## config.mk

```make
export PLATFORM = sky130hd
export DESIGN_NAME = plasma_pixel_byte_generator_flat
export DESIGN_NICKNAME = d
export VERILOG_FILES = /design/src/rtl/ppbg_pkg.sv /design/src/rtl/ppbg_if.sv /design/src/rtl/plasma_pixel_byte_generator.sv /design/src/rtl/ppbg_lane.sv /design/src/rtl/ppbg_pack.sv /design/src/flat_wrapper.sv
export SDC_FILE = /design/constraint.sdc
export NUM_CORES = 1
export LEC_CHECK = 0
export BUFFER_PORTS_ARGS = -buffer_cell sky130_fd_sc_hd__buf_2
export CORE_AREA = 2 2 97 99
export CTS_CLUSTER_SIZE = 8
export DETAILED_ROUTE_END_ITERATION = 10
export DIE_AREA = 0 0 99 101
export GPL_TIMING_DRIVEN = 0
export PLACE_DENSITY = 0.79
export SLEW_MARGIN = 10
export SYNTH_ARGS = -nofsm -noshare
export SYNTH_HDL_FRONTEND = slang
export SYNTH_HIERARCHICAL = 1
export SYNTH_SLANG_ARGS = --single-unit
```

## constraint.sdc

```tcl
create_clock -name clock -period 4 [get_ports clock]
set_clock_uncertainty 0.15 [all_clocks]
set_input_delay 0.2 -clock clock [delete_from_list [all_inputs] [get_ports clock]]
set_output_delay 0.2 -clock clock [all_outputs]
set_load 0.01 [all_outputs]
```

## src/rtl/ppbg_pkg.sv

```systemverilog
package ppbg_pkg;

   localparam int LANE_COUNT = 4;

   typedef logic [1:0] colour_type;
   typedef logic [LANE_COUNT-1:0][1:0] colour_vec_type;

   typedef struct packed {
      logic [7:0]  pixel_byte;
      logic [12:0] byte_offset;
   } result_type;

   // One period of the wave, quantised to four levels
   localparam colour_type WAVE_TABLE [64] = '{
      2'd2, 2'd2, 2'd2, 2'd2, 2'd2, 2'd2, 2'd2, 2'd2,
      2'd3, 2'd3, 2'd3, 2'd3, 2'd3, 2'd3, 2'd3, 2'd3,
      2'd3, 2'd3, 2'd3, 2'd3, 2'd3, 2'd3, 2'd3, 2'd3,
      2'd3, 2'd2, 2'd2, 2'd2, 2'd2, 2'd2, 2'd2, 2'd2,
      2'd2, 2'd1, 2'd1, 2'd1, 2'd1, 2'd1, 2'd1, 2'd1,
      2'd0, 2'd0, 2'd0, 2'd0, 2'd0, 2'd0, 2'd0, 2'd0,
      2'd0, 2'd0, 2'd0, 2'd0, 2'd0, 2'd0, 2'd0, 2'd0,
      2'd0, 2'd1, 2'd1, 2'd1, 2'd1, 2'd1, 2'd1, 2'd1
   };

   // Sum of three wave terms (0 to 9) to colour
   localparam colour_type SHADE_RAMP [10] = '{
      2'd0, 2'd0, 2'd0, 2'd1, 2'd1, 2'd2, 2'd2, 2'd3, 2'd3, 2'd3
   };

endpackage

```

## src/rtl/ppbg_if.sv

```systemverilog
interface ppbg_req_if;
   logic       valid;
   logic       ready;
   logic [5:0] column;
   logic [7:0] row;
   logic [7:0] phase_x;
   logic [7:0] phase_row;
   logic [7:0] phase_diag;

   modport source(output valid, column, row, phase_x, phase_row, phase_diag, input ready);
   modport sink(input valid, column, row, phase_x, phase_row, phase_diag, output ready);
endinterface

interface ppbg_rsp_if;
   logic        valid;
   logic        ready;
   logic [7:0]  pixel_byte;
   logic [12:0] byte_offset;

   modport source(output valid, pixel_byte, byte_offset, input ready);
   modport sink(input valid, pixel_byte, byte_offset, output ready);
endinterface

```

## src/rtl/plasma_pixel_byte_generator.sv

```systemverilog
// Plasma pixel byte generator.
//
// req_bus carries one bitmap byte position (column, row) and the three wave
// phases of the frame; rsp_bus returns the packed byte of four 2-bit colours
// (leftmost pixel in bits 7:6) and its character-cell bitmap offset.
// Both channels use valid/ready; a beat moves when both are high.
//
// Four pixel lanes evaluate the wave sums of the byte in parallel and a
// packing stage merges their colours into a single output register.
// The response is valid in the cycle after the request beat. Throughput is
// one byte per clock while the receiver is ready, set by the single output
// register that is refilled in the same cycle it is drained.
//
// Reset (synchronous) empties the output register; no other state exists.
// While the receiver stalls, the response is held and req_bus.ready stays
// low until the held beat is taken.
module plasma_pixel_byte_generator #(
   parameter int ROW_BYTES = 40
) (
   input  logic      clock,
   input  logic      reset,
   ppbg_req_if.sink  req_bus,
   ppbg_rsp_if.source rsp_bus
);
   import ppbg_pkg::*;

   localparam logic [12:0] ROW_STRIDE = 13'(ROW_BYTES * 8);

   colour_type     vert_term;
   colour_vec_type colours;
   logic [5:0]     vert_idx;
   logic [12:0]    offset_calc;

   assign vert_idx  = req_bus.row[5:0] + req_bus.phase_row[5:0];
   assign vert_term = WAVE_TABLE[vert_idx];

   // eight rows share a character cell; wrap to the 13-bit field
   assign offset_calc = 13'(req_bus.row[7:3]) * ROW_STRIDE
                      + 13'(req_bus.row[2:0])
                      + {4'b0000, req_bus.column, 3'b000};

   for (genvar k = 0; k < LANE_COUNT; k++) begin : g_lane
      ppbg_lane u_lane (
         .pixel_index ({req_bus.column, 2'(k)}),
         .row         (req_bus.row),
         .phase_x     (req_bus.phase_x),
         .phase_diag  (req_bus.phase_diag),
         .vert_term   (vert_term),
         .colour      (colours[k])
      );
   end

   ppbg_pack u_pack (
      .clock       (clock),
      .reset       (reset),
      .in_valid    (req_bus.valid),
      .in_ready    (req_bus.ready),
      .colours     (colours),
      .byte_offset (offset_calc),
      .rsp_bus     (rsp_bus)
   );

   a_accept_gives_rsp: assert property (@(posedge clock) disable iff (reset)
      req_bus.valid && req_bus.ready |=> rsp_bus.valid)
      else $error("accepted request beat produced no response");

   a_stall_blocks_req: assert property (@(posedge clock) disable iff (reset)
      rsp_bus.valid && !rsp_bus.ready |-> !req_bus.ready)
      else $error("request taken while response is stalled");

   a_empty_takes_req: assert property (@(posedge clock) disable iff (reset)
      !rsp_bus.valid |-> req_bus.ready)
      else $error("request refused with empty output register");

endmodule

```

## src/rtl/ppbg_lane.sv

```systemverilog
module ppbg_lane (
   input  logic [7:0]           pixel_index,
   input  logic [7:0]           row,
   input  logic [7:0]           phase_x,
   input  logic [7:0]           phase_diag,
   input  ppbg_pkg::colour_type vert_term,
   output ppbg_pkg::colour_type colour
);
   import ppbg_pkg::*;

   logic [8:0] diag_pos;
   logic [5:0] horz_idx;
   logic [5:0] diag_idx;
   logic [3:0] wave_sum;

   assign diag_pos = {1'b0, pixel_index} + {1'b0, row};
   // only the low six bits of the index matter, the table wraps every 64
   assign horz_idx = pixel_index[5:0] + phase_x[5:0];
   assign diag_idx = diag_pos[6:1] + phase_diag[5:0];

   assign wave_sum = {2'b00, WAVE_TABLE[horz_idx]} + {2'b00, vert_term}
                   + {2'b00, WAVE_TABLE[diag_idx]};
   assign colour   = SHADE_RAMP[wave_sum];

endmodule

```

## src/rtl/ppbg_pack.sv

```systemverilog
module ppbg_pack (
   input  logic                     clock,
   input  logic                     reset,
   input  logic                     in_valid,
   output logic                     in_ready,
   input  ppbg_pkg::colour_vec_type colours,
   input  logic [12:0]              byte_offset,
   ppbg_rsp_if.source               rsp_bus
);
   import ppbg_pkg::*;

   logic       valid_ff;
   logic       valid_in;
   result_type result_ff;
   result_type result_in;

   // take a new beat whenever the output register is empty or being drained
   assign in_ready = !valid_ff || rsp_bus.ready;
   assign valid_in = in_valid || (valid_ff && !rsp_bus.ready);

   always_comb begin
      result_in.byte_offset = byte_offset;
      // lane 0 is the leftmost pixel: top bits
      for (int k = 0; k < LANE_COUNT; k++) begin
         result_in.pixel_byte[7-2*k -: 2] = colours[k];
      end
   end

   always_ff @(posedge clock) begin
      if (reset) begin
         valid_ff <= 1'b0;
      end else begin
         valid_ff <= valid_in;
      end
   end

   always_ff @(posedge clock) begin
      if (in_valid && in_ready) begin
         result_ff <= result_in;
      end
   end

   assign rsp_bus.valid       = valid_ff;
   assign rsp_bus.pixel_byte  = result_ff.pixel_byte;
   assign rsp_bus.byte_offset = result_ff.byte_offset;

endmodule
```

## src/flat_wrapper.sv

```systemverilog
// flat-port wrapper written by rule: the top's interface ports become plain ports
module plasma_pixel_byte_generator_flat import ppbg_pkg::*;
#(
   parameter int ROW_BYTES = 40
)
  (clock, reset, req_bus_valid, req_bus_column, req_bus_row, req_bus_phase_x, req_bus_phase_row, req_bus_phase_diag, req_bus_ready, rsp_bus_valid, rsp_bus_pixel_byte, rsp_bus_byte_offset, rsp_bus_ready);
  ppbg_req_if req_bus_i ();
  ppbg_rsp_if rsp_bus_i ();
  input  logic clock;
  input  logic reset;
  input wire logic [$bits(req_bus_i.valid)-1:0] req_bus_valid;
  input wire logic [$bits(req_bus_i.column)-1:0] req_bus_column;
  input wire logic [$bits(req_bus_i.row)-1:0] req_bus_row;
  input wire logic [$bits(req_bus_i.phase_x)-1:0] req_bus_phase_x;
  input wire logic [$bits(req_bus_i.phase_row)-1:0] req_bus_phase_row;
  input wire logic [$bits(req_bus_i.phase_diag)-1:0] req_bus_phase_diag;
  output wire logic [$bits(req_bus_i.ready)-1:0] req_bus_ready;
  output wire logic [$bits(rsp_bus_i.valid)-1:0] rsp_bus_valid;
  output wire logic [$bits(rsp_bus_i.pixel_byte)-1:0] rsp_bus_pixel_byte;
  output wire logic [$bits(rsp_bus_i.byte_offset)-1:0] rsp_bus_byte_offset;
  input wire logic [$bits(rsp_bus_i.ready)-1:0] rsp_bus_ready;
  assign req_bus_i.valid = req_bus_valid;
  assign req_bus_i.column = req_bus_column;
  assign req_bus_i.row = req_bus_row;
  assign req_bus_i.phase_x = req_bus_phase_x;
  assign req_bus_i.phase_row = req_bus_phase_row;
  assign req_bus_i.phase_diag = req_bus_phase_diag;
  assign req_bus_ready = req_bus_i.ready;
  assign rsp_bus_valid = rsp_bus_i.valid;
  assign rsp_bus_pixel_byte = rsp_bus_i.pixel_byte;
  assign rsp_bus_byte_offset = rsp_bus_i.byte_offset;
  assign rsp_bus_i.ready = rsp_bus_ready;
  plasma_pixel_byte_generator #(.ROW_BYTES(ROW_BYTES)) u_core (.clock(clock), .reset(reset), .req_bus(req_bus_i), .rsp_bus(rsp_bus_i));
endmodule
```

# After elaboration in Yosys (flattened, before gate mapping)

Memory sizes are Yosys's and may differ from the RTL's. A register that Yosys moved wholly into a read port is not among the register bits.
Index checks and enable logic that the tools add are counted.

Register bits: 14
ROM bits: 1280
Bits of input ports: 42
Memories kept: 13

$add $sub $neg: 23
Multipliers: 1
Magnitude comparators: 9
Muxes and demuxes: 18
Bitwise gates (word level): 13
Reductions and logical operators: 6

Memories:

| memory           | words | bits a word | read ports | clocked after memory_dff | wr ports | line                              | source |
|---|---|---|---|---|---|---|---|
| (name not given) | 64    | 2           | 1          | 0                        | 0        | plasma_pixel_byte_generator.sv:35 | `assign vert_term = WAVE_TABLE[vert_idx];` |
| (name not given) | 64    | 2           | 1          | 0                        | 0        | ppbg_lane.sv:22                   | `+ {2'b00, WAVE_TABLE[diag_idx]};` |
| (name not given) | 64    | 2           | 1          | 0                        | 0        | ppbg_lane.sv:21                   | `assign wave_sum = {2'b00, WAVE_TABLE[horz_idx]} + {2'b00, vert_term}` |
| (name not given) | 64    | 2           | 1          | 0                        | 0        | ppbg_lane.sv:22                   |  |
| (name not given) | 64    | 2           | 1          | 0                        | 0        | ppbg_lane.sv:21                   |  |
| (name not given) | 64    | 2           | 1          | 0                        | 0        | ppbg_lane.sv:22                   |  |
| 7 more memories  | --    | --          | --         | --                       | --       | --                                |  |

Operator list:

| operator            | number |
|---|---|
| $ge 7x7->1 const B  | 9 |
| $not 6->7           | 9 |
| $add 6x6->6         | 9 |
| $mux 2              | 18 |
| $add 7x7->7         | 4 |
| $not 4->5           | 4 |
| $add 3x2->4         | 4 |
| $add 13x3->13       | 1 |
| $add 13x9->13       | 1 |
| $add 2x2->3         | 4 |
| $mul 5x3->7 const B | 1 |
| $logic_and 1x1->1   | 2 |
| $logic_not 1->1     | 2 |
| $logic_or 1x1->1    | 2 |

# Longest topological paths before layout

Gate-level depths: netlist of the first run.

Depth in word-level cells: 8
Gate-level depth with buffers: 22
Depth with buffers taken out: 21

# By module

Netlist of the first run, hierarchy kept.

Modules (own cells, without submodules):

| module                                  | times used | cells an instance | area an instance (um^2) | seq. area each (um^2) |
|---|---|---|---|---|
| ppbg_lane (u_core.g_lane[0].u_lane ...) | 2          | 106               | 887.1                   | 0.0 |
| ppbg_lane (u_core.g_lane[3].u_lane)     | 1          | 109               | 900.9                   | 0.0 |
| ppbg_lane (u_core.g_lane[1].u_lane)     | 1          | 107               | 889.6                   | 0.0 |
| ppbg_pack                               | 1          | 26                | 685.7                   | 650.6 |
| plasma_pixel_byte_generator             | 1          | 63                | 571.8                   | 0.0 |

# Least setup slack after synthesis of the first run

No wires, ideal clock.

Path kind: input port to flip-flop
Start: input port req_bus_row[1]
End: register, netlist name u_core/u_pack/rsp_bus.pixel_byte[0]
Setup time: 0.257 ns
Arrival time: 3.432 ns
Required time: 3.593 ns
Path slack: 0.161 ns
Cell stages on the path: 19
Cells stage by stage: ha_1 > a31o_2 > a21oi_1 > o21bai_1 > a21oi_1 > xnor2_1 > ha_1 > buf_2 > a21o_1 > a32oi_1 > xor2_1 > nand2_1 > mux2_2 > fa_1 > inv_1 > ha_1 > ha_1 > o21ai_0 > nand2b_1

Longest elaborated chain between the ends: 8
Elaborated cells between the ends (all ways): 14
Those cells by class: add/sub (5); mux (4); bitwise (3); memory (2)

Ends and longest elaborated chain:

| element                                                         | line                                               | source |
|---|---|---|
| from (decl)                                                     | flat_wrapper.sv:13                                 | `input wire logic [$bits(req_bus_i.row)-1:0] req_bus_row;` |
| $add 7x7->7 or $add 6x6->6 (tied branches)                      | ppbg_lane.sv:16, plasma_pixel_byte_generator.sv:34 |  |
| $add 6x6->6 or $not 6->7 (tied branches)                        | ppbg_lane.sv:19, plasma_pixel_byte_generator.sv:35 |  |
| $not 6->7 (implied by the code) or $mem_v2 64x2 (tied branches) | --                                                 |  |
| $mem_v2 64x2 or $mux 2 (tied branches)                          | --                                                 |  |
| $mux 2 (on tied branches)                                       | ppbg_lane.sv:22, plasma_pixel_byte_generator.sv:35 |  |
| $mux 2 (implied by the code) or $add 2x2->3 (tied branches)     | ppbg_lane.sv:22, ppbg_lane.sv:21                   |  |
| $add 3x2->4 *                                                   | ppbg_lane.sv:22                                    |  |
| $not 4->5 (implied by the code) *                               | ppbg_lane.sv:23                                    | `assign colour = SHADE_RAMP[wave_sum];` |

Mark *: on every way between the ends. The rest lies on a longest branch, timed or not. The select of a mux whose other input is x is not followed.
A chain may end at the register's enable or synchronous reset.

# Worst setup path after layout of the first run

Start: input port req_bus_row[1]
End: register, netlist name u_core/u_pack/rsp_bus.pixel_byte[2]

Longest elaborated chain between the ends: 8
Elaborated cells between the ends (all ways): 14
Those cells by class: add/sub (5); mux (4); bitwise (3); memory (2)

Ends and longest elaborated chain:

| element                                                         | line |
|---|---|
| $add 7x7->7 or $add 6x6->6 (tied branches)                      | ppbg_lane.sv:16, plasma_pixel_byte_generator.sv:34 |
| $add 6x6->6 or $not 6->7 (tied branches)                        | ppbg_lane.sv:19, plasma_pixel_byte_generator.sv:35 |
| $not 6->7 (implied by the code) or $mem_v2 64x2 (tied branches) | -- |
| $mem_v2 64x2 or $mux 2 (tied branches)                          | -- |
| $mux 2 (on tied branches)                                       | ppbg_lane.sv:22, plasma_pixel_byte_generator.sv:35 |
| $mux 2 (implied by the code) or $add 2x2->3 (tied branches)     | ppbg_lane.sv:22, ppbg_lane.sv:21 |
| $add 3x2->4 *                                                   | ppbg_lane.sv:22 |
| $not 4->5 (implied by the code) *                               | ppbg_lane.sv:23 |

Marks and branches as above.

==> results of run 1 <==
==> cells in the mapped netlist (all sizes together) <==
master and n:
ha 94, inv 63, xnor2 53, a21oi 45, nand2 31, xor2 28
a21o 27, fa 23, o21ai 23, nor2 22, edfxtp 21, o21bai 9
o31ai 9, mux2 8, nand2b 8, a21boi 5, nand3b 5, a31o 4
mux2i 4, nor2b 4, o21a 4, or3 4, xnor3 4, o22a 3
conb 2, nor3b 2, o22ai 2, a211oi 1, a32oi 1, and2 1
buf 1, dfxtp 1, nand3 1, nor3 1, nor4b 1, o311ai 1
xor3 1
==> routing by layer <==
metal / global-route usage [%] / up-vias / share of wire [%]
met3: 1.80 / 18 / 2.6
met4: 5.06 / 0 / 1.9
li1: - / 1968 / -
met2: 38.4 / 66 / 52
met1: 25.3 / 1855 / 44
met5: 0 / - / 0
==> metrics by stage <==
step                utilization, %  cells  area (um^2)
global placement              59.4    708         5330
detailed placement            59.4    708         5330
finish                        63.7    723         5720
floorplan                        -    539         4900
CTS                           60.6    713         5440
global route                  63.7    723         5720
==> power groups by stage <==
stage	clock (mW)	combinational, mW	sequential, mW
after floorplan	0	1.56	0.444
after global placement	0	1.91	0.406
after detailed placement	0	2.06	0.408
after CTS	0.220	2.09	0.403
after global routing	0.228	2.59	0.406
final	0.218	2.24	0.402
==> registers in the layout (all words and copies together), names as in the netlist <==
signal / count
u_core/u_pack/rsp_bus.pixel_byte: 8
u_core/u_pack/rsp_bus.valid: 1
u_core/u_pack/rsp_bus.byte_offset: 13
==> worst paths after layout <==
path,startpoint,endpoint,slack (ps)
setup reg to reg,u_core/u_pack/rsp_bus.valid,u_core/u_pack/rsp_bus.pixel_byte[0],2760
setup / recovery,req_bus_row[1],u_core/u_pack/rsp_bus.pixel_byte[2],180
hold reg to reg,u_core/u_pack/rsp_bus.valid,u_core/u_pack/rsp_bus.valid,350
hold / removal,req_bus_valid,u_core/u_pack/rsp_bus.valid,20
==> area by class of cell <==
| cell class | instances | area (um^2) |
|---|---|---|
| clock inverter | 1 | 30.0 |
| sequential | 22 | 651 |
| clock buffer | 3 | 41.3 |
| buffer | 1 | 11.3 |
| fill | 715 | 3260 |
| tap | 111 | 139 |
| timing repair buffer | 69 | 402 |
| inverter | 63 | 236 |
| multi-input combinational | 453 | 4210 |
==> placed cells by master (no fill, tap or decap), types with 4 or more instances in the layout <==
cell type / instances
sky130_fd_sc_hd__o21a_1: 4
sky130_fd_sc_hd__o31ai_1: 4
sky130_fd_sc_hd__xnor2_1: 48
sky130_fd_sc_hd__fa_1: 18
sky130_fd_sc_hd__buf_4: 9
sky130_fd_sc_hd__xnor2_2: 5
sky130_fd_sc_hd__nand2_1: 31
sky130_fd_sc_hd__o21ai_1: 4
sky130_fd_sc_hd__buf_2: 55
sky130_fd_sc_hd__a21oi_1: 28
sky130_fd_sc_hd__o21bai_1: 9
sky130_fd_sc_hd__ha_4: 5
sky130_fd_sc_hd__a21o_1: 27
sky130_fd_sc_hd__nor2_1: 22
sky130_fd_sc_hd__a21boi_1: 4
sky130_fd_sc_hd__fa_2: 5
sky130_fd_sc_hd__conb_1: 24
sky130_fd_sc_hd__mux2_2: 7
sky130_fd_sc_hd__o31ai_2: 5
sky130_fd_sc_hd__edfxtp_1: 21
sky130_fd_sc_hd__ha_1: 86
sky130_fd_sc_hd__nor2b_4: 4
sky130_fd_sc_hd__nand3b_1: 5
sky130_fd_sc_hd__mux2i_1: 4
sky130_fd_sc_hd__xnor3_1: 4
sky130_fd_sc_hd__o21ai_0: 16
sky130_fd_sc_hd__a21oi_2: 13
sky130_fd_sc_hd__a21oi_4: 4
sky130_fd_sc_hd__a31o_2: 4
sky130_fd_sc_hd__inv_1: 62
sky130_fd_sc_hd__nand2b_1: 7
sky130_fd_sc_hd__or3_1: 4
sky130_fd_sc_hd__xor2_1: 28
==> worst max-delay path: cells and delay by family <==
kind / cells / cell delay [ps]
adder cells (fa/ha/maj): 6 / 2110
XOR/XNOR: 1 / 190
AO/OA/AOI/OAI: 4 / 700
buffers and inverters: 4 / 270
AND/OR/NAND/NOR: 3 / 220
==> cells by family (layout without fill, tap and decap cells) <==
group                    after synthesis  in the layout  share of synthesized area (%)
AO/OA/AOI/OAI                        134            134                           18.6
XOR/XNOR                              86             86                           17.4
adder cells (fa/ha/maj)              117            117                           33.9
buffers and inverters                 64            137                           5.01
flip-flops                            22             22                           13.5
multiplexers                          12             12                           2.70
other                                  2             24                          0.156
AND/OR/NAND/NOR                       80             80                           8.74
==> what timing repair did <==
| item | in CTS | in global routing |
|---|---|---|
| gates resized for setup | 10 | 48 |
| setup buffers | 0 | 9 |
| pin swaps | 0 | 17 |
| endpoints found under the hold margin | 1 | 1 |
| hold buffers | 1 | 1 |
| endpoints found under the setup margin | 8 | 8 |
| gates cloned | 0 | 0 |
==> summary by stage, run 1 <==
Status
The run finished with clean final reports.

Worst setup path
The worst setup path is captured at a flop. For this run, the slowest stage of the critical path takes 520 ps. STA classifies the critical path startpoint as a primary input.

Traced cell by cell, the critical path runs through buf_12 -> inv_1 -> fa_1 -> inv_1 -> ha_1 -> fa_2 -> a21o_1 -> a21oi_1 -> xor2_1 -> nand2_1 -> o21ai_2 -> fa_1 -> ha_1 -> inv_1 -> ha_1 -> nand2_1 -> o21ai_0 -> nand2b_1. The cell with the biggest individual delay on the critical path is sky130_fd_sc_hd__fa_1. The type of the worst setup path is in -> reg. Measured in cells, the most critical reg-to-reg path has a length of 2.

Along the worst path, the maximum fanout reaches 11. The data arrival time of the critical path is 3700 ps. The required time at the endpoint of the critical path is 3880 ps.

Detailed routing
The count of unresolved DRC violations after routing is 0. The detail-routed via count per cell is 5.40. In this run, the number of DRC markers left after iteration 0 of detailed routing was 101. The number of detailed-route iterations in the first pass is 4.

The detailed router placed 3907 vias in this run. The detail route stage leaves a number of antenna-violating nets equal to 0. Dividing the detail-routed wire length by the instance count gives 14.5 um. Wires add up to 10500 um.

Placed design
The HPWL after detailed placement is 8430 um. The final weighted congestion of routability-driven global placement is 0.799. The worst-case setup slack after placement is -489 ps.

In this run the tool buffered the top-level ports with 58 buffer cells.

Layout
The number of nets in the layout is 772. The synthesis-to-layout area growth is 18.5%. The number of diodes is 0.

The share of final-layout standard cells stronger than drive strength 1 is 22.2%.

Logic synthesis
Ranked by total cell area, the synthesized netlist is headed by sky130_fd_sc_hd__ha_1 24%, sky130_fd_sc_hd__edfxtp_1 13%, sky130_fd_sc_hd__fa_1 9.5%, sky130_fd_sc_hd__xnor2_1 9.3%, sky130_fd_sc_hd__xor2_1 5.1%. The Yosys step of the flow raised 6 warnings. The number of standard cells after synthesis is 517. The post-synthesis instance area is 0.00482 mm^2.

Of the synthesized area, sequential elements account for 13.5%. The number of register bits inferred by synthesis is 22. The largest area contributor in the synthesized netlist is sky130_fd_sc_hd__ha_1. The top cell type by area accounts for 24.4% of the synthesized area. The number of different library cells in the post-synthesis netlist is 43. The mean post-synth cell area is 9.33 um^2.

Timing
The minimum period implied by the final worst setup slack is 3820 ps. Measured against its own limit, the worst slew margin works out to 49.1%. The count of final max-slew check failures came to 0. The least setup slack across all paths after layout is 177 ps. At the pin with the least slew margin, the transition time is 759 ps. The final count of hold timing violations is 0.

The highest clock frequency the design can meet is 262 MHz. The final clock period utilization by the worst path is 95.6%. Setup violations remaining at the end of the flow were counted as 0. The worst hold margin is 19.6 ps. The final total negative setup slack is 0 ps.

CTS
In this run the deepest clock path goes through 2 buffers. The total clock sinks is 22. The number of levels in the clock H-tree is 1. The insertion delay to the later sink of the worst-skew pair is 270 ps. Counting the buffers created by CTS gives 3. The CTS tree is done. The clock slew at the register clock pins of the worst setup and hold paths is 100 ps. The tree is rooted in a sky130_fd_sc_hd__clkbuf_8.

Floorplanning
The total die area is 0.0100 mm^2. The x dimension of the die is 99 um. The height of the die is 101 um. The region available for standard cell placement spans 0.00898 mm^2. The initial core utilization is 53.7%.

65 I/O pins were placed. The count of standard-cell rows is 35.

Run
The tool flagged a number of max-cap violations equal to 0.

Power and ir drop
Per report_power, the combinational group accounts for 78.3% of the total. Per report_power, the clock group accounts for 7.6% of the total. The leakage power total is 2.86 nW.

Across the VDD grid, the largest voltage drop is 260 uV. Net switching is 44.2% of the power. The internal power of the cells is 1.60 mW. The design draws 2.86 mW. In this run the power spent charging and discharging nets is 1.26 mW. Sequential cells account for 14.0% of the total power. Power spread over the standard cell area amounts to 501 mW/mm^2.

GRT
Entering global routing, the biggest net connects 22 pins. Global routing consumed, over all layers together, 20.5% of the routing resources. The total congestion overflow after global routing is 0. The number of global-route vias before repair came to 3786.

The global-route wire length before repair is 16700 um. The initial antenna violation count is 0.

Min path
The class of the tightest hold or removal check is in -> reg. The worst hold path passes through 3 cells.
(Power assumes the default switching activity.)
==> inputs of run 2 (changes only) <==
--- a/config.mk
+++ b/config.mk
@@ -10,7 +10,7 @@
 export CTS_CLUSTER_SIZE = 8
 export DETAILED_ROUTE_END_ITERATION = 10
 export DIE_AREA = 0 0 99 101
-export GPL_TIMING_DRIVEN = 0
+export GPL_TIMING_DRIVEN = 1
 export PLACE_DENSITY = 0.79
 export SLEW_MARGIN = 10
 export SYNTH_ARGS = -nofsm -noshare
==> summary by stage, run 2 (synthesis gave the netlist of run 1 again) <==
Status
The run finished with clean final reports.

Worst setup path
Among all stages on the critical path, the largest delay is contributed by sky130_fd_sc_hd__fa_1. The data arrival time of the critical path is 3720 ps (+20 ps). The required time at the endpoint of the critical path came to 3890 ps (about the same). The worst path buffer plus inverter count was 3 (-1).

The cell family with the largest share of critical-path delay is adder cells. The worst stage delay on the critical path is 530 ps (about the same). The signal on the critical path passes through buf_6 -> buf_4 -> ha_1 -> a31o_2 -> a21oi_2 -> o21bai_1 -> a21oi_2 -> xnor2_1 -> ha_2 -> a21oi_2 -> o21ai_1 -> xnor2_2 -> o21ai_2 -> fa_1 -> ha_4 -> inv_1 -> ha_1 -> nand2_1 -> o21ai_1 -> nand2b_1. The setup path with the least slack is of type in -> reg.

The critical path capture point type is a flop. The cell that appears most often on the critical path is sky130_fd_sc_hd__a21oi_2. The peak fanout along the critical path was 7 (-4). STA classifies the critical path startpoint as a primary input.

CTS
The number of levels in the clock H-tree is 1 (unchanged). The insertion delay to the later sink of the worst-skew pair came to 270 ps (about the same). TritonCTS built the clock tree.

The number of buffers inserted during clock tree synthesis was 3 (unchanged). The total clock sinks was 22 (unchanged). The clock slew at the register clock pins of the worst setup and hold paths was 100 ps (about the same). The buffer cell driving the clock tree root is sky130_fd_sc_hd__clkbuf_8. The number of buffers on the longest clock path is 2 (unchanged).

Layout
The number of diodes came to 0 (unchanged). The number of nets in the layout is 804 (+4.1%). The number of flip-flops under the largest register name is 13 (unchanged).

The final instance area is 0.00588 mm^2 (+2.9%). The library cell used most frequently in the layout, excluding fill and tap cells, is sky130_fd_sc_hd__ha_1. The share of final-layout standard cells stronger than drive strength 1 is 26.1% (+3.9 points). Leaving out fill and tap cells, the most frequent cells in the layout are 89 x sky130_fd_sc_hd__ha_1, 62 x sky130_fd_sc_hd__inv_1, 56 x sky130_fd_sc_hd__buf_2. The area growth from synthesis to layout is 22.0%.

The non-filler instance count after layout came to 755 (+4.4%).

Floorplanning
The count of standard-cell rows was 35 (unchanged). The x dimension of the die came to 99 um (unchanged). The placeable core region is 0.00898 mm^2 (unchanged).

The height of the die is 101 um (unchanged). The total die area came to 0.0100 mm^2 (unchanged). The number of I/O pins is 65 (unchanged). The initial core utilization came to 53.7% (unchanged).

Placed design
The number of placed instances with taps included is 748 (+5.6%). The total placed instance area is 0.00564 mm^2 (+5.7%). The HPWL after detailed placement is 9500 um (+13%). The number of port buffers was 58 (unchanged). The final weighted congestion of routability-driven global placement is 0.832 (+4.2%). The worst-case setup slack after placement is -337 ps (+151 ps).

Power and ir drop
The worst voltage drop across the vdd grid is 299 uV (+15%). The power density over the cells is 512 mW/mm^2 (+2.1%). The leakage power total is 3.01 nW (+5.3%).

Timing
The final-report setup violation count was 0 (unchanged). Setup repair after global routing could not meet its margin everywhere. The minimum period implied by the final worst setup slack is 3820 ps (+2.23 ps). The least setup slack across all paths after layout came to 175 ps (-2.23 ps). The final total negative setup slack is 0 ps (unchanged). The final count of hold timing violations was 0 (unchanged). The count of final max-slew check failures was 0 (unchanged). The highest clock frequency the design can meet was 261 MHz (about the same).

The final clock period utilization by the worst path is 95.6% (about the same).

Detailed routing
The number of routed nets with antenna violations is 0 (unchanged). The detail-routed via count per cell is 5.36 (-0.83%). The final wirelength is 11500 um (+9.8%). The wire length per cell after detailed routing is 15.2 um (+5.2%).

The via total after detailed routing is 4046 (+3.6%). The number of violations reported at the end of detailed-routing iteration 0 came to 191 (+89%). The count of unresolved DRC violations after routing came to 0 (unchanged). The number of detailed-route iterations in the first pass came to 6 (+2).

Min path
The class of the tightest hold or removal check is in -> reg.

Run
The max-capacitance violation count came to 0 (unchanged).

GRT
The overall global routing resource usage is 23.3% (+2.8 points). The global-route wire length before repair was 18800 um (+13%). The initial antenna violation count was 0 (unchanged). The number of global-route vias before repair is 4156 (+9.8%). The maximum number of pins on one net before global-route repair came to 22 (unchanged). The total congestion overflow after global routing was 0 (unchanged).
## run 2: changes by cell type in the layout (fill, tap and decap cells not counted), sizes merged
cell         delta
buf            +33
dlygate4sd3     -1
## run 2: report_power, final
| group | switching, mW | internal [mW] | total, mW |
|---|---|---|---|
| Combinational | 1.23 | 1.15 | 2.38 |
| Clock | 0.0903 | 0.134 | 0.224 |
| Sequential | 0.0120 | 0.391 | 0.403 |
## run 2: final cells by class
cell class | instances | area, um^2
clock buffers | 3 | 41.3
multi-input cells | 453 | 4150
well taps | 111 | 139
inverters | 63 | 236
clock inverters | 1 | 30.0
repair buffers | 102 | 632
fillers | 679 | 3090
flip-flops and latches | 22 | 651
## run 2: final timing paths
check                                            startpoint                                   end  slack (ps)  cells after the start
worst max-delay path                         req_bus_row[1]   u_core/u_pack/rsp_bus.pixel_byte[2]         180                     20
worst min-delay path                          req_bus_valid           u_core/u_pack/rsp_bus.valid          20                      3
worst max register to register  u_core/u_pack/rsp_bus.valid  u_core/u_pack/rsp_bus.byte_offset[8]        2750                      2
worst min register to register  u_core/u_pack/rsp_bus.valid           u_core/u_pack/rsp_bus.valid         360                      2
## run 2: layer usage
metal,routed length [um],track usage (%),up-vias,part of all wire [%]
met5,0,0,-,0
met4,246,6.22,0,2.1
met3,438,1.60,16,3.8
met2,6270,45.0,92,54
met1,4550,27.8,1914,40
li1,-,-,2024,-
## run 2: stage by stage
step / utilization [%] / total power [mW] / hold slack, ps
after floorplan: - / 2.00 / 112
after global placement: 62.8 / 2.41 / 208
after detailed placement: 62.8 / 2.61 / 214
after CTS: 63.7 / 2.85 / 12.7
after global routing: 65.5 / 3.34 / 8.07
final: 65.5 / 3.01 / 20.0
## run 2: timing repair
item | in CTS | in global routing
setup buffers | 0 | 2
endpoints found under the setup margin | 4 | 8
pin swaps | 2 | 16
endpoints found under the hold margin | 1 | 0
resized for setup | 3 | 46
hold buffers | 1 | 0
## run 2: worst register-to-register path: stages, from the launching register on
cell and delay, ps:
sky130_fd_sc_hd__dfxtp_1 340, sky130_fd_sc_hd__nand2b_4 80, sky130_fd_sc_hd__and2_4 350
==> inputs of run 3 (changes only) <==
--- a/config.mk
+++ b/config.mk
@@ -5,13 +5,14 @@
 export SDC_FILE = /design/constraint.sdc
 export NUM_CORES = 1
 export LEC_CHECK = 0
+export ABC_AREA = 1
 export BUFFER_PORTS_ARGS = -buffer_cell sky130_fd_sc_hd__buf_2
-export CORE_AREA = 2 2 97 99
+export CORE_AREA = 2 2 102 104
 export CTS_CLUSTER_SIZE = 8
 export DETAILED_ROUTE_END_ITERATION = 10
-export DIE_AREA = 0 0 99 101
+export DIE_AREA = 0 0 104 106
 export GPL_TIMING_DRIVEN = 1
-export PLACE_DENSITY = 0.79
+export PLACE_DENSITY = 0.78
 export SLEW_MARGIN = 10
 export SYNTH_ARGS = -nofsm -noshare
 export SYNTH_HDL_FRONTEND = slang
==> summary by stage, run 3 <==
Worst setup path
The worst path buffer plus inverter count was 4 (+1). The type of origin of the critical path is a primary input. In this run the critical register-to-register path is captured at u_core/u_pack/rsp_bus.byte_offset[6]. Among the stages of the critical path, the cell type that occurs most often is sky130_fd_sc_hd__nand2_1.

The flop-to-flop setup slack is 2760 ps (about the same). The cell with the biggest individual delay on the critical path is sky130_fd_sc_hd__fa_1. The data arrival time of the critical path is 3600 ps (-120 ps). STA classifies the critical path endpoint as a flop. The peak fanout along the critical path is 6 (-1). The cell family with the largest share of critical-path delay is adder cells.

The setup path with the least slack is of type in -> reg. The worst stage delay on the critical path came to 470 ps (-60 ps). In this run the critical register-to-register path is launched from u_core/u_pack/rsp_bus.valid.

The critical path goes through buf_2 -> inv_1 -> fa_1 -> inv_1 -> nand2_1 -> nand2_1 -> nand2_1 -> xnor2_1 -> ha_1 -> a21oi_1 -> nand3_1 -> nand2_1 -> nand2_1 -> o211ai_1 -> fa_1 -> ha_1 -> ha_1 -> inv_1 -> a21oi_1 -> o21ai_0. The worst-case reg-to-reg path depth came to 2 (unchanged). The required time at the endpoint of the critical path is 3870 ps (-20 ps).

CTS
The number of buffers inserted during clock tree synthesis is 3 (unchanged). TritonCTS built the clock tree. The number of buffers on the longest clock path is 2 (unchanged). The insertion delay to the later sink of the worst-skew pair is 260 ps (about the same). CTS placed an instance of sky130_fd_sc_hd__clkbuf_8 at the clock tree root. The total clock sinks is 22 (unchanged).

The number of levels in the clock H-tree is 1 (unchanged). The clock slew at the register clock pins of the worst setup and hold paths is 80 ps (-20 ps).

Timing
The highest clock frequency the design can meet is 267 MHz (+2.3%). The final total negative setup slack came to 0 ps (unchanged). The count of final max-slew check failures is 0 (unchanged). The worst hold margin is 40.2 ps (+20.2 ps).

The final count of hold timing violations is 0 (unchanged). The least setup slack across all paths after layout is 261 ps (+85.9 ps). Setup repair after global routing left no endpoint under its margin.

The minimum period implied by the final worst setup slack came to 3740 ps (-85.9 ps). The final-report setup violation count is 0 (unchanged). The final clock period utilization by the worst path is 93.5% (-2.1 points).

Layout
The number of nets in the layout came to 1058 (+32%). The leading cell type in the layout, fill and taps excluded is sky130_fd_sc_hd__nand2_1. The number of flip-flops under the largest register name is 13 (unchanged). Relative to the synthesized area, the layout overhead comes to 14.1%. The non-filler instance count after layout came to 1034 (+37%). The share of final-layout standard cells stronger than drive strength 1 is 12.8% (-13 points). The number of diodes is 0 (unchanged). In the layout the commonest cells are 260 x sky130_fd_sc_hd__nand2_1, 132 x sky130_fd_sc_hd__inv_1, 94 x sky130_fd_sc_hd__ha_1.

Floorplanning
The x dimension of the die is 104 um (+5.1%). The initial core utilization is 53.7% (about the same). The height of the die came to 106 um (+5.0%). The total die area was 0.0110 mm^2 (+10%). The count of standard-cell rows is 37 (+5.7%). The placeable core region came to 0.0100 mm^2 (+11%). The number of I/O pins came to 65 (unchanged).

Placed design
The number of port buffers came to 58 (unchanged). The HPWL after detailed placement is 9770 um (+2.9%). The worst-case setup slack after placement came to -32.8 ps (+305 ps). The number of placed instances with taps included is 1028 (+37%). The final weighted congestion of routability-driven global placement was 0.871 (+4.6%).

Logic synthesis
The mean post-synth cell area is 6.75 um^2 (-28%). The commonest cells after synthesis are 260 x sky130_fd_sc_hd__nand2_1, 132 x sky130_fd_sc_hd__inv_1, 94 x sky130_fd_sc_hd__ha_1, 89 x sky130_fd_sc_hd__nand3_1, 35 x sky130_fd_sc_hd__a21oi_1. In the synthesized netlist the dominant register cell turns out to be sky130_fd_sc_hd__edfxtp_1. By area the synthesized netlist is led by sky130_fd_sc_hd__ha_1 22%, sky130_fd_sc_hd__nand2_1 18%, sky130_fd_sc_hd__edfxtp_1 12%, sky130_fd_sc_hd__inv_1 9.2%, sky130_fd_sc_hd__fa_1 8.6%.

The number of standard cells after synthesis is 796 (+54%). The proportion of synthesized flip-flops having asynchronous set or reset is 0% (unchanged). The number of flops mapped to enable cells by yosys is 21 (unchanged). The number of register bits inferred by synthesis was 22 (unchanged). The Yosys warning count is 6 (unchanged). The sequential area share after synthesis is 12.1% (-1.4 points). In the post-synthesis netlist, the cell with the most instances is sky130_fd_sc_hd__nand2_1. The largest area contributor in the synthesized netlist is sky130_fd_sc_hd__ha_1.

The number of different library cells in the post-synthesis netlist is 32 (-26%). The top cell type's share of synthesized area is 21.9% (-2.5 points). The post-synthesis instance area came to 0.00537 mm^2 (+11%).

Run
The max-capacitance violation count is 0 (unchanged).

GRT
The total congestion overflow after global routing is 0 (unchanged). The number of global-route vias before repair is 4717 (+13%). The maximum number of pins on one net before global-route repair was 22 (unchanged).

The global-route wire length before repair is 20300 um (+8.0%). The initial antenna violation count came to 0 (unchanged). The overall global routing resource usage is 22.1% (-1.2 points).

Detailed routing
The number of detailed-route iterations in the first pass came to 5 (-1). The final wirelength came to 11600 um (+1.0%). The via total after detailed routing is 5091 (+26%). The count of unresolved DRC violations after routing is 0 (unchanged). The detail-routed via count per cell is 4.92 (-8.1%). The number of violations reported at the end of detailed-routing iteration 0 is 191 (unchanged).

The number of routed nets with antenna violations is 0 (unchanged). The wire length per cell after detailed routing was 11.2 um (-26%).

Min path
The min-delay analysis places its worst path in the category in -> reg. The worst hold path terminates at u_core/u_pack/rsp_bus.valid. In this run the most critical hold path is launched from rsp_bus_ready.

The worst hold path cell count is 4 (+1).

Status
The flow ran to the end, and the final reports show no timing, DRC or antenna violations.

Power and ir drop
The leakage power total is 3.59 nW (+19%). The worst voltage drop across the vdd grid came to 371 uV (+24%). The overall power consumption is 2.26 mW (-25%). The power density over the cells is 368 mW/mm^2 (-28%).
-- run 3: changes by cell type after synthesis, sizes merged, moves of 27 or more --
cell	before	now
a21o	27	0
xnor2	53	18
nand3	1	93
inv	63	135
nand2	31	270
-- run 3: cells by family after synthesis --
kind of cell	Yosys count	share of synthesized area, %
AO/OA/AOI/OAI	73	8.15
XOR/XNOR	33	5.52
adder cells (fa/ha/maj)	117	30.5
buffers and inverters	135	9.44
flip-flops	22	12.1
other	2	0.140
AND/OR/NAND/NOR	414	34.2
-- run 3: report_power, final --
group | leakage [nW] | total, mW | internal, mW | switching [mW]
clock network | 0.0288 | 0.165 | 0.0879 | 0.0768
logic | 3.34 | 1.71 | 0.715 | 0.998
registers | 0.213 | 0.381 | 0.367 | 0.0132
total | 3.59 | 2.26 | 1.17 | 1.09
-- run 3: routing by layer --
layer,global-route usage (%),vias up,share of wire [%]
met3,2.33,6,2.8
met5,0,-,0
met2,40.6,62,48
met1,28.8,2249,48
met4,2.80,0,0.87
li1,-,2774,-
-- run 3: repair_timing --
item / CTS / global route
endpoints found under the hold margin: 1 / 0
endpoints found under the setup margin: 0 / 3
hold buffers: 1 / 0
buffers inserted: 0 / 1
resized for setup: 0 / 3
-- run 3: per-stage QoR --
stage	util, %	instance area, um^2
after floorplan	-	5440
after global placement	60.5	6050
after detailed placement	60.5	6050
after CTS	61.2	6120
after global routing	61.3	6130
final	61.3	6130
-- run 3: worst max-delay path by stage --
stage	startpoint	to	slack, ps	depth (start not counted)
after floorplan	req_bus_column[0]	u_core/u_pack/rsp_bus.pixel_byte[4]	490	22
after global placement	req_bus_row[1]	u_core/u_pack/rsp_bus.pixel_byte[2]	60	20
after detailed placement	req_bus_row[1]	u_core/u_pack/rsp_bus.pixel_byte[4]	-30	24
after CTS	req_bus_row[1]	u_core/u_pack/rsp_bus.pixel_byte[4]	260	24
after global routing	req_bus_row[1]	u_core/u_pack/rsp_bus.pixel_byte[4]	6	24
final	req_bus_row[1]	u_core/u_pack/rsp_bus.pixel_byte[4]	260	20
-- run 3: area by class of cell --
cell class	instances	area, um^2
fillers	973	3870
well taps	136	170
clock buffers	4	55.1
inverters	135	507
flip-flops and latches	22	651
repair buffers	80	458
multi-input cells	657	4290
-- run 3: worst register-to-register path, cell delays in order (launching register included) --
cell and delay [ps]:
sky130_fd_sc_hd__dfxtp_1 340, sky130_fd_sc_hd__a21oi_2 130, sky130_fd_sc_hd__buf_4 300
